==> config.mk <==
export PLATFORM = sky130hd
export DESIGN_NAME = bounded_deque_with_traverse_unit
export DESIGN_NICKNAME = d
export VERILOG_FILES = /design/src/design/bdq_pkg.sv /design/src/design/bdq_ram.sv /design/src/design/bounded_deque_with_traverse_unit.sv
export SDC_FILE = /design/constraint.sdc
export NUM_CORES = 2
export LEC_CHECK = 0
export ABC_AREA = 1
export BUFFER_PORTS_ARGS = -buffer_cell sky130_fd_sc_hd__clkbuf_2
export CAP_MARGIN = 20
export CORE_ASPECT_RATIO = 1.4
export CORE_MARGIN = 2
export CORE_UTILIZATION = 60
export CTS_CLUSTER_DIAMETER = 50
export DETAILED_ROUTE_END_ITERATION = 12
export GPL_TIMING_DRIVEN = 0
export PLACE_DENSITY_LB_ADDON = 0.1
export SETUP_SLACK_MARGIN = 0.05
export SYNTH_ARGS = -nofsm -noshare
export SYNTH_HDL_FRONTEND = slang
export SYNTH_SLANG_ARGS = --single-unit
==> constraint.sdc <==
create_clock -name i_clk -period 6.3 [get_ports i_clk]
set_input_delay 1.26 -clock i_clk [delete_from_list [all_inputs] [get_ports i_clk]]
set_output_delay 1.26 -clock i_clk [all_outputs]
set_load 0.1 [all_outputs]
==> src/design/bdq_pkg.sv <==
package bdq_pkg;

    localparam int DEPTH_DEF = 64;
    localparam int OP_W      = 3;
    localparam int VALUE_W   = 32;
    localparam int STATUS_W  = 2;

    localparam logic [OP_W-1:0] OP_PUSH_FRONT = 3'd0;
    localparam logic [OP_W-1:0] OP_PUSH_BACK  = 3'd1;
    localparam logic [OP_W-1:0] OP_POP_FRONT  = 3'd2;
    localparam logic [OP_W-1:0] OP_POP_BACK   = 3'd3;
    localparam logic [OP_W-1:0] OP_TRAVERSE   = 3'd4;

    localparam logic [STATUS_W-1:0] ST_OK    = 2'd0;
    localparam logic [STATUS_W-1:0] ST_EMPTY = 2'd1;
    localparam logic [STATUS_W-1:0] ST_FULL  = 2'd2;

    typedef struct packed {
        logic [OP_W-1:0]           operation;
        logic signed [VALUE_W-1:0] value;
    } t_in;

    typedef struct packed {
        logic signed [VALUE_W-1:0] item_value;
        logic [STATUS_W-1:0]       status;
        logic                      last;
    } t_out;

    typedef enum logic [1:0] {
        S_IDLE = 2'b01,
        S_TRAV = 2'b10
    } t_state;

endpackage

==> src/design/bdq_ram.sv <==
module bdq_ram #(
    parameter int DEPTH = bdq_pkg::DEPTH_DEF,
    parameter int WIDTH = bdq_pkg::VALUE_W
) (
    input  logic                     i_clk,
    input  logic                     i_we,
    input  logic [$clog2(DEPTH)-1:0] i_waddr,
    input  logic [WIDTH-1:0]         i_wdata,
    input  logic                     i_re,
    input  logic [$clog2(DEPTH)-1:0] i_raddr,
    output logic [WIDTH-1:0]         o_rdata
);

    logic [WIDTH-1:0] r_mem [DEPTH];
    logic [WIDTH-1:0] r_rdata;

    always_ff @(posedge i_clk) begin
        if (i_we) begin
            r_mem[i_waddr] <= i_wdata;
        end
    end

    // hold read data until the next read
    always_ff @(posedge i_clk) begin
        if (i_re) begin
            r_rdata <= r_mem[i_raddr];
        end
    end

    assign o_rdata = r_rdata;

endmodule

==> src/design/bounded_deque_with_traverse_unit.sv <==
// channel | direction | handshake                | payload
// request | in        | i_in_valid / o_in_ready  | i_in  (operation, value)
// result  | out       | o_out_valid / i_out_ready| o_out (item_value, status, last)
//
// Push and pop each give one result from the output register.
// Traverse streams one stored value per cycle, while the result side accepts, through the
// registered memory read port.
// A stall on the result side holds the pending read data and pauses the stream.
// Synchronous active-low reset empties the queue; stored values stay undefined.
module bounded_deque_with_traverse_unit #(
    parameter int DEPTH = bdq_pkg::DEPTH_DEF
) (
    input  logic          i_clk,
    input  logic          i_rst_n,
    input  logic          i_in_valid,
    output logic          o_in_ready,
    input  bdq_pkg::t_in  i_in,
    output logic          o_out_valid,
    input  logic          i_out_ready,
    output bdq_pkg::t_out o_out
);

    localparam int AW = $clog2(DEPTH);
    localparam int CW = $clog2(DEPTH + 1);

    bdq_pkg::t_state r_state, n_state;
    logic [AW-1:0]   r_front, n_front;
    logic [CW-1:0]   r_count, n_count;
    logic [CW-1:0]   r_issued, n_issued;
    logic [AW-1:0]   r_trav_addr, n_trav_addr;
    logic            r_pend, n_pend;
    logic            r_out_valid, n_out_valid;
    bdq_pkg::t_out   r_out, n_out;

    logic                        wr_en;
    logic [AW-1:0]               wr_addr;
    logic                        rd_en;
    logic [AW-1:0]               rd_addr;
    logic [bdq_pkg::VALUE_W-1:0] rd_data;

    logic          in_fire;
    logic          out_free;
    logic          full;
    logic          empty;
    logic [AW-1:0] front_p1;
    logic [AW-1:0] front_m1;
    logic [AW-1:0] back_addr;
    logic [AW-1:0] trav_p1;
    logic [AW:0]   front_inc;
    logic [AW:0]   trav_inc;
    logic [CW:0]   back_sum;
    logic          trav_last;

    bdq_ram #(
        .DEPTH (DEPTH),
        .WIDTH (bdq_pkg::VALUE_W)
    ) u_ram (
        .i_clk   (i_clk),
        .i_we    (wr_en),
        .i_waddr (wr_addr),
        .i_wdata (i_in.value),
        .i_re    (rd_en),
        .i_raddr (rd_addr),
        .o_rdata (rd_data)
    );

    assign out_free   = !r_out_valid || i_out_ready;
    assign o_in_ready = (r_state == bdq_pkg::S_IDLE) && out_free;
    assign in_fire    = i_in_valid && o_in_ready;
    assign full       = (r_count == CW'(DEPTH));
    assign empty      = (r_count == '0);
    assign trav_last  = (r_issued == r_count);

    assign front_inc = (AW+1)'(r_front) + (AW+1)'(1);
    assign front_p1  = (front_inc == (AW+1)'(DEPTH)) ? '0 : front_inc[AW-1:0];
    assign front_m1  = (r_front == '0) ? AW'(DEPTH - 1) : r_front - AW'(1);
    assign trav_inc  = (AW+1)'(r_trav_addr) + (AW+1)'(1);
    assign trav_p1   = (trav_inc == (AW+1)'(DEPTH)) ? '0 : trav_inc[AW-1:0];
    assign back_sum  = (CW+1)'(r_front) + (CW+1)'(r_count);
    assign back_addr = (back_sum >= (CW+1)'(DEPTH)) ?
                       AW'(back_sum - (CW+1)'(DEPTH)) : back_sum[AW-1:0];

    always_comb begin
        n_state     = r_state;
        n_front     = r_front;
        n_count     = r_count;
        n_issued    = r_issued;
        n_trav_addr = r_trav_addr;
        n_pend      = r_pend;
        n_out_valid = r_out_valid;
        n_out       = r_out;
        wr_en       = 1'b0;
        wr_addr     = back_addr;
        rd_en       = 1'b0;
        rd_addr     = r_trav_addr;

        if (r_out_valid && i_out_ready) begin
            n_out_valid = 1'b0;
        end

        case (r_state)
            bdq_pkg::S_IDLE: begin
                if (in_fire) begin
                    case (i_in.operation)
                        bdq_pkg::OP_PUSH_FRONT, bdq_pkg::OP_PUSH_BACK: begin
                            n_out_valid = 1'b1;
                            n_out       = '{item_value: '0, status: bdq_pkg::ST_OK, last: 1'b1};
                            if (full) begin
                                n_out.status = bdq_pkg::ST_FULL;
                            end else begin
                                wr_en   = 1'b1;
                                n_count = r_count + CW'(1);
                                if (i_in.operation == bdq_pkg::OP_PUSH_FRONT) begin
                                    wr_addr = front_m1;
                                    n_front = front_m1;
                                end
                            end
                        end
                        bdq_pkg::OP_POP_FRONT, bdq_pkg::OP_POP_BACK: begin
                            n_out_valid = 1'b1;
                            n_out       = '{item_value: '0, status: bdq_pkg::ST_OK, last: 1'b1};
                            if (empty) begin
                                n_out.status = bdq_pkg::ST_EMPTY;
                            end else begin
                                n_count = r_count - CW'(1);
                                if (i_in.operation == bdq_pkg::OP_POP_FRONT) begin
                                    n_front = front_p1;
                                end
                            end
                        end
                        bdq_pkg::OP_TRAVERSE: begin
                            if (empty) begin
                                n_out_valid = 1'b1;
                                n_out       = '{item_value: '0, status: bdq_pkg::ST_EMPTY,
                                                last: 1'b1};
                            end else begin
                                rd_en       = 1'b1;
                                rd_addr     = r_front;
                                n_trav_addr = front_p1;
                                n_issued    = CW'(1);
                                n_pend      = 1'b1;
                                n_state     = bdq_pkg::S_TRAV;
                            end
                        end
                        default: begin
                        end
                    endcase
                end
            end
            bdq_pkg::S_TRAV: begin
                if (r_pend && out_free) begin
                    n_out_valid = 1'b1;
                    n_out       = '{item_value: rd_data, status: bdq_pkg::ST_OK,
                                    last: trav_last};
                    n_pend      = 1'b0;
                    if (trav_last) begin
                        n_state = bdq_pkg::S_IDLE;
                    end
                end
                // advance the read while the pending word is free to move and entries remain
                if ((!r_pend || out_free) && !trav_last) begin
                    rd_en       = 1'b1;
                    rd_addr     = r_trav_addr;
                    n_trav_addr = trav_p1;
                    n_issued    = r_issued + CW'(1);
                    n_pend      = 1'b1;
                end
            end
            default: begin
                n_state = bdq_pkg::S_IDLE;
                n_pend  = 1'b0;
            end
        endcase
    end

    always_ff @(posedge i_clk) begin
        if (!i_rst_n) begin
            r_state     <= bdq_pkg::S_IDLE;
            r_front     <= '0;
            r_count     <= '0;
            r_issued    <= '0;
            r_pend      <= 1'b0;
            r_out_valid <= 1'b0;
        end else begin
            r_state     <= n_state;
            r_front     <= n_front;
            r_count     <= n_count;
            r_issued    <= n_issued;
            r_pend      <= n_pend;
            r_out_valid <= n_out_valid;
        end
    end

    always_ff @(posedge i_clk) begin
        r_trav_addr <= n_trav_addr;
        r_out       <= n_out;
    end

    assign o_out_valid = r_out_valid;
    assign o_out       = r_out;

endmodule

==> qor.txt <==
Area grow syn2layout: 13.5%
Non-Filler Instances: 11,800
Tmin final: 5.35 ns
Initial antenna violation count: 29
Worst hold stages: 2
Top-count cell post-synth: nand3_1
Crit Path Category: reg -> reg
Mapped Avg Cell Area: 10.3 um^2
Clk Latency, worst-skew pair: 0.90 ns
Final ANT Viol Nets: 0
Synth warn: 0
Remaining Overflow, GRT: 0
DP Wirelength: 246,000 um
Post-CTS Repair Setup Buffers: 0
Nets: 9,581
Length in cells of the worst reg-to-reg path: 15
FF-to-FF setup slack: 0.95 ns
Slowest stage delay, CP: 0.64 ns
Final GP Congestion: 1.03
Via count of the first global-routing pass: 66,300
Final setup vio count: 0
Initial core utilization: 60.2%
Main area contributors after synthesis: edfxtp_1, nand3_1, nand2_1, inv_1, buf_2
Setup crit end kind: flip-flop
Worst hold margin: 0.509 ns
CP arrival: 5.98 ns
Wire per inst: 30.3 um
Max_cap viols: 0
DRT iter0 DRCs: 10,900
Slowest CP cell: nand2_2
Ys async rst share: 0%
Routed vias/inst: 6.00
RSZ-0062 raised after global routing: false
Main synth FF type: edfxtp_1
Placed insts: 11,400
Synth unique cells: 34
H-tree levels: 4
Final worst setup slack: 0.952 ns
Top post-synthesis cells by count: nand3_1, edfxtp_1, nand2_1
Max Fclk: 187 MHz
# hold bufs at CTS: 0
Synth Cell Area: 0.0941 mm^2
Worst vdd ir: 319 uV
Worst hold start: r_state[1]$_SDFFE_PN0P_
Ports: 76
DRT Wirelength: 358,000 um
Min-delay worst type: reg -> reg
Dominant cell type by area after synthesis: edfxtp_1
Clock sink count: 2,145
Post-cts sizing count: 0
Inserted Clock Buffers: 198
Clk_skew: 0.0260 ns
Max FO, Critical Path: 10
Share of cells above drive strength 1: 9.32%
Largest net degree at the start of global routing: 65
CTS tree: built
Setup TNS: 0 ns
Slew HR: 12.4%
Period utilisation layout: 84.9%
Critical Path Source Type: flip-flop
Total Routing Usage GR: 44.3%
Core area: 0.156 mm^2
Die Span Y: 473 um
Sequential area share after synthesis: 68.2%
Worst R2R End: u_ram.o_rdata[10]$_DFFE_PP_
# rows: 172
Tot Pwr: 0.0401 W
Pleak: 45.8 nW
Pins Over Slew Limit: 0
Dpl ws: 0.576 ns
Worst path required time: 6.93 ns
Hold EP: r_state[1]$_SDFFE_PN0P_
First-pass GRT wire length: 488,000 um
Via count: 70,800
Max clock buf depth: 3
EDFF count, synth: 2,121
Slew @ Worst Pin: 1.30 ns
Clock root cell: clkbuf_16
Pwr Density: 375 mW/mm^2
Worst-path cell chain: ha_1, nand3_2, nor2_4, nand3_2, nand2_2, buf_4, buf_4, buf_2, nand2_1, nand3_1, nand3_1, nand3_1, nand3_1, nand3_1, nand2_1
Syn_nets: 9,190
# port buffers: 75
Flops & latches, synth: 2,145
Die area: 0.160 mm^2
Drt first pass iters: 9
Mapped Cells: 9,132
Reg-to-reg startpoint: r_state[0]$_SDFFE_PN1P_
CTS clk-pin slew, worst paths: 0.06 ns
Status: completed
Drt drc: 0
Most frequent CP cell: nand3_1
Hold Vio Cnt, Final: 0
Die width: 339 um
Area share of the leading cell type in the synthesized netlist: 67.7%
[placed cells by master (no fill, tap or decap), types with 3 or more instances in the layout]
cell and instances:
xnor2_1 12, buf_1 27, inv_6 8, clkinvlp_4 8, nor2_1 37, nand2_1 2101, nor2_4 65, inv_2 4
inv_1 1997, clkbuf_16 201, buf_16 47, clkinv_2 38, nand2_2 4, a21oi_1 28, clkinv_1 34, clkbuf_2 43
edfxtp_1 2121, o21ai_0 32, nor3_1 4, bufinv_16 18, xor2_1 12, o21ai_1 5, buf_8 3, buf_12 65
clkbuf_1 154, clkinv_4 3, buf_4 32, clkbuf_8 6, nand3_1 2165, o211ai_1 3, ha_1 17, clkinv_16 3
dfxtp_1 24, clkbuf_4 33, diode_2 14, clkinv_8 3, buf_2 304, nand4_1 6
[power by group]
group,switching (W),internal (W)
clock,0.00553,0.00671
sequential,0.0000936,0.0160
combinational,0.00929,0.00244
[how the worst max path moves through the flow]
stage / endpoint / start / depth (start not counted)
2_1_floorplan: o_out[0]$_SDFFCE_PN1P_ / i_out_ready / 6
3_3_place_gp: u_ram.r_mem[19][8]$_DFFE_PP_ / i_out_ready / 13
3_5_place_dp: u_ram.o_rdata[26]$_DFFE_PP_ / i_in[33] / 15
4_1_cts: u_ram.r_mem[39][30]$_DFFE_PP_ / r_count[1]$_SDFFE_PN0P_ / 10
5_1_grt: u_ram.r_mem[39][18]$_DFFE_PP_ / r_state[1]$_SDFFE_PN0P_ / 11
6_report: u_ram.o_rdata[10]$_DFFE_PP_ / r_state[0]$_SDFFE_PN1P_ / 15
[cells by family after synthesis]
logic type      Yosys count  synth area share (%)
compound gates           78                 0.460
xor+xnor                 24                 0.223
fa+ha+maj                19                 0.268
buf+inv                2476                  10.4
flops                  2145                  68.2
simple gates           4390                  20.5
[registers in the layout, indices dropped and copies added, names as in the netlist]
signal         cells
r_pend             1
u_ram.o_rdata     32
r_state            2
o_out             35
o_out_valid        1
r_issued           7
u_ram.r_mem     2048
r_front            6
r_trav_addr        6
r_count            7
[layout make-up]
class / count / area [um^2]
flip-flops and latches: 2145 / 64200
diodes: 14 / 35.0
multi-input cells: 4511 / 20700
well taps: 2088 / 2610
repair buffers: 191 / 3100
inverters: 2003 / 7520
plain buffers: 473 / 2280
fillers: 11700 / 49600
clock buffers: 252 / 5280
clock inverters: 116 / 1200
[routing by layer]
layer | GRT usage, % | vias up | part of all wire (%)
li1 | - | 30500 | -
met1 | 53.6 | 33900 | 33
met2 | 67.3 | 5171 | 44
met3 | 10.7 | 1269 | 12
met4 | 37.9 | 16 | 10
met5 | 0 | - | 0.031
[critical path, delay by kind of cell (launching register included)]
kind,cells,cell delay (ns)
adder cells (fa/ha/maj),1,0.39
buffers and inverters,3,1.17
flip-flops,1,0.36
AND/OR/NAND/NOR,11,3.11
[metrics by stage]
| step | util [%] | instance area (um^2) |
|---|---|---|
| 2_1_floorplan | - | 94100 |
| 3_3_place_gp | 62.1 | 97100 |
| 3_5_place_dp | 64.1 | 100000 |
| 4_1_cts | 68.3 | 107000 |
| 5_1_grt | 68.3 | 107000 |
| 6_report | 68.3 | 107000 |
Power figures use the tool's default switching activity.
